### src/hdl/ctss_pkg.sv
// shared types, constants and codes for the call target site scanner
// no dependencies; every module of the block imports this package
`default_nettype none

package ctss_pkg;

    // number of entries in the call target table
    localparam int TARGET_SLOTS = 16;

    // fill count holds 0..TARGET_SLOTS, slot index holds 0..TARGET_SLOTS-1
    localparam int SLOT_W = $clog2(TARGET_SLOTS + 1);
    localparam int IDX_W  = (TARGET_SLOTS > 1) ? $clog2(TARGET_SLOTS) : 1;

    localparam int ADDR_W    = 32;
    localparam int COUNT_W   = 32;
    localparam int WIN_DEPTH = 4;
    localparam int LEN_W     = 3;
    localparam int CFG_IDX_W = 1;

    localparam logic [7:0]        CALL_OPCODE = 8'he8;
    localparam logic [ADDR_W-1:0] CALL_LEN    = 32'd5;

    // input item selector
    localparam logic [1:0] FUNC_APPEND  = 2'd0;
    localparam logic [1:0] FUNC_SCAN    = 2'd1;
    localparam logic [1:0] FUNC_RESTART = 2'd2;

    // configuration register indexes
    localparam logic [CFG_IDX_W-1:0] REG_SCAN_START = 1'd0;
    localparam logic [CFG_IDX_W-1:0] REG_SCAN_END   = 1'd1;

    // kind of token moving down the pipeline and the cell chain
    localparam logic [1:0] TOK_NONE    = 2'd0;
    localparam logic [1:0] TOK_SCAN    = 2'd1;
    localparam logic [1:0] TOK_APPEND  = 2'd2;
    localparam logic [1:0] TOK_RESTART = 2'd3;

    typedef struct packed {
        logic [1:0]        kind;
        logic [ADDR_W-1:0] site;   // candidate callsite
        logic [ADDR_W-1:0] data;   // displacement, call target or appended target
        logic [SLOT_W-1:0] fill;   // table fill snapshot, or slot for an append
        logic              hit;
        logic [IDX_W-1:0]  idx;
    } tok_t;

endpackage

`default_nettype wire

### src/hdl/call_target_site_scanner_unit.sv
// top level of the call target site scanner: config registers, pipeline, cell chain,
// found counter and output register; depends on ctss_pkg, ctss_front, ctss_target, ctss_cell
//
//  channel  direction  handshake             payload
//  in       sink       in_valid / in_stall   func, address, byte_value, read_fault,
//                                            target_address
//  out      source     out_valid / out_stall callsite, target_index, found_count
//  cfg      sink       cfg_valid / cfg_ready cfg_index, cfg_data
//
// one item per cycle while in_stall is low; a match passes through the front stage,
// the target stage, every table cell in turn and the output register
// the latency is set by the chain of table cells the call target walks through
// cfg_ready is always high; rst_n clears the table fill, window, counter and pipeline
// in_stall rises only while a finished result waits in the stalled output register
// and the next result has reached the end of the chain
`default_nettype none

module call_target_site_scanner_unit (
    input  wire logic                            clk,
    input  wire logic                            rst_n,

    input  wire logic                            in_valid,
    output wire logic                            in_stall,
    input  wire logic [1:0]                      func,
    input  wire logic [31:0]                     address,
    input  wire logic [7:0]                      byte_value,
    input  wire logic                            read_fault,
    input  wire logic [31:0]                     target_address,

    output wire logic                            out_valid,
    input  wire logic                            out_stall,
    output wire logic [31:0]                     callsite,
    output wire logic [3:0]                      target_index,
    output wire logic [31:0]                     found_count,

    input  wire logic                            cfg_valid,
    output wire logic                            cfg_ready,
    input  wire logic [ctss_pkg::CFG_IDX_W-1:0]  cfg_index,
    input  wire logic [31:0]                     cfg_data
);
    import ctss_pkg::*;

    logic [ADDR_W-1:0]  range_lo_reg;
    logic [ADDR_W-1:0]  range_hi_reg;

    logic               adv;
    logic               accept;
    tok_t               front_tok;
    tok_t               chain [TARGET_SLOTS+1];
    tok_t               last_tok;
    logic               last_hit;
    logic [ADDR_W-1:0]  last_site;
    logic [IDX_W+3:0]   idx_ext;

    logic [COUNT_W-1:0] count_reg, count_next, count_inc;
    logic               out_valid_reg, out_valid_next;
    logic [ADDR_W-1:0]  callsite_reg;
    logic [3:0]         index_reg;
    logic [COUNT_W-1:0] found_reg;

    assign cfg_ready = 1'b1;

    always_ff @(posedge clk or negedge rst_n)
    begin
        if (!rst_n)
        begin
            range_lo_reg <= '0;
            range_hi_reg <= '0;
        end
        else if (cfg_valid && cfg_ready)
        begin
            unique case (cfg_index)
                REG_SCAN_START: range_lo_reg <= cfg_data;
                REG_SCAN_END:   range_hi_reg <= cfg_data;
                default:
                begin
                end
            endcase
        end
    end

    assign last_tok  = chain[TARGET_SLOTS];
    assign last_hit  = (last_tok.kind == TOK_SCAN) && last_tok.hit;
    assign last_site = last_tok.site;

    // the whole chain moves unless a result would land on a stalled full output
    assign adv      = !(out_valid_reg && out_stall && last_hit);
    assign in_stall = !adv;
    assign accept   = in_valid && adv;

    ctss_front u_front (
        .clk            (clk),
        .rst_n          (rst_n),
        .accept         (accept),
        .func           (func),
        .address        (address),
        .byte_value     (byte_value),
        .read_fault     (read_fault),
        .target_address (target_address),
        .range_lo       (range_lo_reg),
        .range_hi       (range_hi_reg),
        .adv            (adv),
        .tok_out        (front_tok)
    );

    ctss_target u_target (
        .clk        (clk),
        .rst_n      (rst_n),
        .adv        (adv),
        .range_lo   (range_lo_reg),
        .range_hi   (range_hi_reg),
        .tok_in     (front_tok),
        .tok_out    (chain[0])
    );

    for (genvar i = 0; i < TARGET_SLOTS; i++)
    begin : g_cell
        ctss_cell u_cell (
            .clk     (clk),
            .rst_n   (rst_n),
            .adv     (adv),
            .slot    (SLOT_W'(i)),
            .tok_in  (chain[i]),
            .tok_out (chain[i+1])
        );
    end

    assign idx_ext   = {4'b0000, last_tok.idx};
    assign count_inc = (count_reg == '1) ? count_reg : count_reg + 1'b1;

    always_comb
    begin
        count_next = count_reg;
        if (last_tok.kind == TOK_RESTART)
            count_next = '0;
        else if (last_hit)
            count_next = count_inc;

        if (adv && last_hit)
            out_valid_next = 1'b1;
        else if (out_stall)
            out_valid_next = out_valid_reg;
        else
            out_valid_next = 1'b0;
    end

    always_ff @(posedge clk or negedge rst_n)
    begin
        if (!rst_n)
        begin
            count_reg     <= '0;
            out_valid_reg <= 1'b0;
        end
        else
        begin
            out_valid_reg <= out_valid_next;
            if (adv)
                count_reg <= count_next;
        end
    end

    always_ff @(posedge clk)
    begin
        if (adv && last_hit)
        begin
            callsite_reg <= last_site;
            index_reg    <= idx_ext[3:0];
            found_reg    <= count_inc;
        end
    end

    assign out_valid    = out_valid_reg;
    assign callsite     = callsite_reg;
    assign target_index = index_reg;
    assign found_count  = found_reg;

    a_stall_cause: assert property (@(posedge clk) disable iff (!rst_n)
        in_stall |-> (out_valid && out_stall))
        else $error("input stalled without a blocked result");

    a_result_load: assert property (@(posedge clk) disable iff (!rst_n)
        (adv && last_hit) |=> (out_valid && (callsite == $past(last_site))))
        else $error("matched callsite not loaded into output register");

    a_count_nonzero: assert property (@(posedge clk) disable iff (!rst_n)
        $rose(out_valid) |-> (found_count != '0))
        else $error("result carries zero found count");

    a_result_drain: assert property (@(posedge clk) disable iff (!rst_n)
        (out_valid && !out_stall && !(adv && last_hit)) |=> !out_valid)
        else $error("taken result repeated");

endmodule

`default_nettype wire

### src/hdl/ctss_front.sv
// front end: byte window, address tracking, table fill count and candidate decode
// depends on ctss_pkg
`default_nettype none

module ctss_front (
    input  wire logic                      clk,
    input  wire logic                      rst_n,
    input  wire logic                      accept,
    input  wire logic [1:0]                func,
    input  wire logic [31:0]               address,
    input  wire logic [7:0]                byte_value,
    input  wire logic                      read_fault,
    input  wire logic [31:0]               target_address,
    input  wire logic [31:0]               range_lo,
    input  wire logic [31:0]               range_hi,
    input  wire logic                      adv,
    output ctss_pkg::tok_t                 tok_out
);
    import ctss_pkg::*;

    logic [WIN_DEPTH-1:0][7:0] bytes_reg, bytes_next;
    logic [WIN_DEPTH-1:0]      faults_reg, faults_next;
    logic [LEN_W-1:0]          len_reg, len_next;
    logic [ADDR_W-1:0]         prev_reg, prev_next;
    logic [SLOT_W-1:0]         fill_reg, fill_next;
    tok_t                      tok_reg, tok_next;

    logic                      gap;
    logic                      range_en;
    logic [WIN_DEPTH-1:0][7:0] eff_bytes;
    logic [WIN_DEPTH-1:0]      eff_faults;
    logic [LEN_W-1:0]          eff_len;

    always_comb
    begin
        gap = (len_reg != '0) &&
              ((prev_reg == '1) || (address != prev_reg + 32'd1));
        range_en = (range_lo < range_hi) && ((range_hi - range_lo) >= CALL_LEN);

        // a break in the address sequence empties the window
        eff_bytes  = gap ? '0 : bytes_reg;
        eff_faults = gap ? '1 : faults_reg;
        eff_len    = gap ? '0 : len_reg;

        bytes_next  = bytes_reg;
        faults_next = faults_reg;
        len_next    = len_reg;
        prev_next   = prev_reg;
        fill_next   = fill_reg;
        tok_next    = '0;

        unique case (func)
            FUNC_APPEND:
            begin
                if (fill_reg < SLOT_W'(TARGET_SLOTS))
                begin
                    tok_next.kind = TOK_APPEND;
                    tok_next.data = target_address;
                    tok_next.fill = fill_reg;
                    fill_next     = fill_reg + 1'b1;
                end
            end
            FUNC_SCAN:
            begin
                if (!gap && (len_reg == LEN_W'(WIN_DEPTH)) && range_en &&
                    (faults_reg == '0) && !read_fault && (bytes_reg[0] == CALL_OPCODE))
                begin
                    tok_next.kind = TOK_SCAN;
                    tok_next.site = address - 32'd4;
                    tok_next.data = {byte_value, bytes_reg[3], bytes_reg[2], bytes_reg[1]};
                    tok_next.fill = fill_reg;
                end
                bytes_next  = {byte_value, eff_bytes[3], eff_bytes[2], eff_bytes[1]};
                faults_next = {read_fault, eff_faults[3], eff_faults[2], eff_faults[1]};
                len_next    = (eff_len == LEN_W'(WIN_DEPTH)) ? eff_len : eff_len + 1'b1;
                prev_next   = address;
            end
            FUNC_RESTART:
            begin
                tok_next.kind = TOK_RESTART;
                bytes_next    = '0;
                faults_next   = '1;
                len_next      = '0;
                prev_next     = '0;
                fill_next     = '0;
            end
            default:
            begin
            end
        endcase
    end

    always_ff @(posedge clk or negedge rst_n)
    begin
        if (!rst_n)
        begin
            bytes_reg  <= '0;
            faults_reg <= '1;
            len_reg    <= '0;
            prev_reg   <= '0;
            fill_reg   <= '0;
            tok_reg    <= '0;
        end
        else
        begin
            if (accept)
            begin
                bytes_reg  <= bytes_next;
                faults_reg <= faults_next;
                len_reg    <= len_next;
                prev_reg   <= prev_next;
                fill_reg   <= fill_next;
            end
            if (adv)
                tok_reg <= accept ? tok_next : '0;
        end
    end

    assign tok_out = tok_reg;

endmodule

`default_nettype wire

### src/hdl/ctss_target.sv
// call target stage: forms site + 5 + displacement and checks callsite bounds
// depends on ctss_pkg
`default_nettype none

module ctss_target (
    input  wire logic           clk,
    input  wire logic           rst_n,
    input  wire logic           adv,
    input  wire logic [31:0]    range_lo,
    input  wire logic [31:0]    range_hi,
    input  wire ctss_pkg::tok_t tok_in,
    output ctss_pkg::tok_t      tok_out
);
    import ctss_pkg::*;

    tok_t        tok_reg, tok_next;
    logic [33:0] tsum;
    logic        site_ok;

    always_comb
    begin
        // 34-bit signed sum: top two bits flag a target below zero or past 2^32-1
        tsum = {2'b00, tok_in.site} + 34'(CALL_LEN) +
               {{2{tok_in.data[31]}}, tok_in.data};
        site_ok = (tok_in.site >= range_lo) && (tok_in.site <= range_hi - CALL_LEN);
        tok_next = tok_in;
        if (tok_in.kind == TOK_SCAN)
        begin
            tok_next.data = tsum[31:0];
            if (!site_ok || (tsum[33:32] != 2'b00))
                tok_next.kind = TOK_NONE;
        end
    end

    always_ff @(posedge clk or negedge rst_n)
    begin
        if (!rst_n)
            tok_reg <= '0;
        else if (adv)
            tok_reg <= tok_next;
    end

    assign tok_out = tok_reg;

endmodule

`default_nettype wire

### src/hdl/ctss_cell.sv
// one table cell: holds one call target and compares the passing transaction
// depends on ctss_pkg
`default_nettype none

module ctss_cell (
    input  wire logic                         clk,
    input  wire logic                         rst_n,
    input  wire logic                         adv,
    input  wire logic [ctss_pkg::SLOT_W-1:0]  slot,
    input  wire ctss_pkg::tok_t               tok_in,
    output ctss_pkg::tok_t                    tok_out
);
    import ctss_pkg::*;

    logic [ADDR_W-1:0] entry_reg;
    tok_t              tok_reg, tok_next;

    always_comb
    begin
        tok_next = tok_in;
        // only entries loaded before the scan was taken may match
        if ((tok_in.kind == TOK_SCAN) && !tok_in.hit && (slot < tok_in.fill) &&
            (entry_reg == tok_in.data))
        begin
            tok_next.hit = 1'b1;
            tok_next.idx = slot[IDX_W-1:0];
        end
    end

    always_ff @(posedge clk)
    begin
        if (adv && (tok_in.kind == TOK_APPEND) && (tok_in.fill == slot))
            entry_reg <= tok_in.data;
    end

    always_ff @(posedge clk or negedge rst_n)
    begin
        if (!rst_n)
            tok_reg <= '0;
        else if (adv)
            tok_reg <= tok_next;
    end

    assign tok_out = tok_reg;

endmodule

`default_nettype wire
### config.mk
export PLATFORM = sky130hd
export DESIGN_NAME = call_target_site_scanner_unit
export DESIGN_NICKNAME = d
export VERILOG_FILES = /design/src/hdl/ctss_pkg.sv /design/src/hdl/call_target_site_scanner_unit.sv /design/src/hdl/ctss_front.sv /design/src/hdl/ctss_target.sv /design/src/hdl/ctss_cell.sv
export SDC_FILE = /design/constraint.sdc
export NUM_CORES = 2
export LEC_CHECK = 0
export BUFFER_PORTS_ARGS = -buffer_cell sky130_fd_sc_hd__buf_4
export CELL_PAD_IN_SITES_DETAIL_PLACEMENT = 1
export CELL_PAD_IN_SITES_GLOBAL_PLACEMENT = 1
export CORE_ASPECT_RATIO = 1.75
export CORE_MARGIN = 4
export CORE_UTILIZATION = 45
export DETAILED_ROUTE_END_ITERATION = 6
export PLACE_DENSITY = 0.8
export SLEW_MARGIN = 30
export SYNTH_ARGS = -nofsm -noshare
export SYNTH_HDL_FRONTEND = slang
export SYNTH_SLANG_ARGS = --single-unit
export TNS_END_PERCENT = 50
### constraint.sdc
create_clock -name clk -period 5.18 [get_ports clk]
set_input_delay 0 -clock clk [delete_from_list [all_inputs] [get_ports clk]]
set_output_delay 0 -clock clk [all_outputs]
set_load 0.03 [all_outputs]
==> reports/qor.yml <==
drive_gt1_frac: 0.07779
synth_top_area_frac: 0.4183
htreeDepth: 4
worstPathCellList: "ha_1 -> a21oi_1 -> o21ai_0 -> or4_1 -> a211oi_1 -> nand4_1 -> nor4_1 -> nand4_1 -> nand4b_1 -> o41ai_1 -> dlygate4sd3_1"
finalNetCount: 9347
fmax_mhz: 207.9
drv_cap: 0
grt_pass1_wl_um: 407500
combPwrFrac: 0.092
root_buffer: "clkbuf_16"
ys_seq_elements: 2059
fin_util: 0.5208
setup_viol: 0
dominantRegCellSynth: "dfrtp_1"
start_util: 0.4533
routedWlPerCell_um: 22.19
tns_ns: 0
tritoncts: "built"
rsz0062_at_grt: "no"
hold_class: "primary input to flop"
slew_violations: 0
synth_area_um2: 88250
finalCritPeriodShare: 0.9287
reg2reg_slack_ns: 0.37
syn_inst: 8734
avgSynthCellArea_um2: 10.10
critPathLaunch: "range_hi_reg[27]$_DFFE_PN0P_"
drc: 0
regArea_um2: 54430
p_int_uw: 26480
track_usage: 0.2574
end_kind: "flop"
crit_type: "flop to flop"
synth_largest_area_cell: "dfrtp_1"
fillers: 21220
slowest_delay_ns: 0.61
dieArea_um2: 203500
first_iter_violations: 3545
viasPerCell: 5.355
clock_sinks: 2059
clock_latency_ns: 0.84
hold_viol: 0
crit_buf_inv: 1
switching_share: 0.2509
grt_overflow: 0
io_buffer_count: 182
finClkSkew_ns: 0.05201
cp_max_fo: 7
worst_pin_slew_ns: 1.064
hold_slack_ns: 0.02809
core-area_um2: 194700
min_period_ns: 4.811
seq_power_share: 0.503
async_flop_share: 0.7183
cts_buffers: 193
drt-pass1-iter-count: 7
final_cell_mix: "3751 x nand2_1, 1475 x dfrtp_1, 580 x edfxtp_1"
antenna_found_initial: 3
outcome: "complete, no violations"
grt_pass1_vias: 69510
die_w_um: 342.8
multi_input_area_um2: 32010
peakVddDrop_v: 0.0002487
globalplace.congestion: 0.9541
crit_path_frequent_cell: "nand4_1"
power_uw: 35350
min_from: "cfg_data[1]"
place_hpwl_um: 185300
final_cells: 11840
yosys.cell_types.count: 94
clockBufferDepth: 4
power.density_nw_per_um2: 348.7
crit_path_start_kind: "flop"
fp-row-count: 214
seq_area_frac_synth: 0.6168
cp.arrival_ns: 5.53
via_count: 63400
area_growth_pct: 14.87
r2r-start: "range_hi_reg[27]$_DFFE_PN0P_"
clkPwrFrac: 0.405
largest_reg_flops: 1164
cp_top_family: "simple AND/OR/NAND/NOR gates"
p_sw_uw: 8870
numPlacedInstances: 11280
die_h_um: 593.8
wl_um: 262600
reg2reg_depth: 11
cellLeakagePower_uw: 0.04826
post-cts-setup-buffers: 0
syn_nets: 8989
synth_edf_count: 580
layout_commonest_cell: "nand2_1"
num_io_pins: 184
antenna_left: 0
r2r-end: "u_front.tok_out[74]$_DFFE_PN0N_"
required_ns: 5.89
synth_area_leaders: "dfrtp_1 42%, edfxtp_1 20%, nand2_1 16%, xnor2_1 3.7%, xor2_1 3.3%"
hold-path-endpoint: "range_hi_reg[1]$_DFFE_PN0P_"
yosys_warnings: 0
path_clk_slew_ns: 0.07
slew_headroom: 0.2839
hold_path_depth: 3
grt_max_degree: 224
cp_slowest_cell: "or4_1"
cell usage after synthesis (all sizes together) (21+ instances only):
master / n
clkbuf: 341
dfrtp: 1475
nand2b: 26
buf: 34
edfxtp: 580
o22a: 33
nand3: 77
nand2: 3752
o21ai: 253
and3: 34
mux2: 36
nor2: 175
xor2: 329
a21oi: 135
xnor2: 372
nand4: 135
a21o: 50
ha: 140
inv: 130
nor3: 79
a211oi: 27
nor4: 119
a22o: 43
o31ai: 22
o211ai: 21
a22oi: 40
routing by layer:
layer,wire [um],up-vias,GRT usage
met4,24940,0,0.1993
met2,142600,1276,0.4866
met5,0,-,0
met1,87660,31860,0.2532
met3,7395,717,0.02608
li1,-,29540,-
power by group through the flow:
stage / clock [uW] / sequential (uW) / combinational [uW]
2_1_floorplan: 0 / 17800 / 1760
3_3_place_gp: 0 / 18000 / 3020
3_5_place_dp: 0 / 18100 / 3090
4_1_cts: 14600 / 17800 / 3270
5_1_grt: 15300 / 17800 / 3540
6_report: 14300 / 17800 / 3260
worst reg2reg max path, cell delays in order, from the launching register on:
cell           delay, ns
dfrtp_1             0.46
ha_1                0.33
a21oi_1             0.58
o21ai_0             0.47
or4_1               0.61
a211oi_1            0.20
nand4_1             0.26
nor4_1              0.42
nand4_1             0.27
nand4b_1            0.38
o41ai_1             0.11
dlygate4sd3_1       0.59
stage by stage:
stage	setup WS (ns)	cell area, um2
2_1_floorplan	-0.1007	88250
3_3_place_gp	0.4218	92870
3_5_place_dp	0.3649	92900
4_1_cts	0.1615	101300
5_1_grt	0.09328	101400
6_report	0.3692	101400
cells by family (layout without fill, tap and decap cells):
group                    count (synthesis)  in the layout  synth area share
flip-flops                            2059           2059            0.6168
AND/OR/NAND/NOR                       4527           4527            0.2097
AO/OA/AOI/OAI                          750            750           0.05530
multiplexers                            48             48          0.005955
buffers and inverters                  506           1015           0.02236
other                                    1              4        0.00004249
XOR/XNOR                               701            701           0.06957
adder cells (fa/ha/maj)                142            142           0.02030
final cells by class:
type / instances / share of cell area
sequential: 2059 / 0.5369
multi-input combinational: 6169 / 0.3158
clock buffer: 264 / 0.05388
timing repair buffer: 538 / 0.04827
tap: 2592 / 0.03199
clock inverter: 82 / 0.008097
inverter: 131 / 0.004937
antenna: 3 / 0.00007406
what timing repair did:
action / 4_1_cts / 5_1_grt
hold endpoints to repair: 971 / 0
setup endpoints to repair: 0 / 0
resized for setup: 0 / 0
hold buffers: 212 / 0
worst max path at each step:
| stage | to | cells after the start | slack [ns] |
|---|---|---|---|
| 2_1_floorplan | g_cell[4].u_cell.entry_reg[0]$_DFFE_PP_ | 7 | -0.10 |
| 3_3_place_gp | u_front.tok_out[16]$_DFFE_PN0N_ | 14 | 0.42 |
| 3_5_place_dp | u_front.tok_out[16]$_DFFE_PN0N_ | 13 | 0.36 |
| 4_1_cts | u_front.tok_out[74]$_DFFE_PN0N_ | 12 | 0.16 |
| 5_1_grt | u_front.tok_out[74]$_DFFE_PN0N_ | 12 | 0.09 |
| 6_report | u_front.tok_out[74]$_DFFE_PN0N_ | 11 | 0.37 |
No activity file was read; power rests on OpenSTA's default activity.
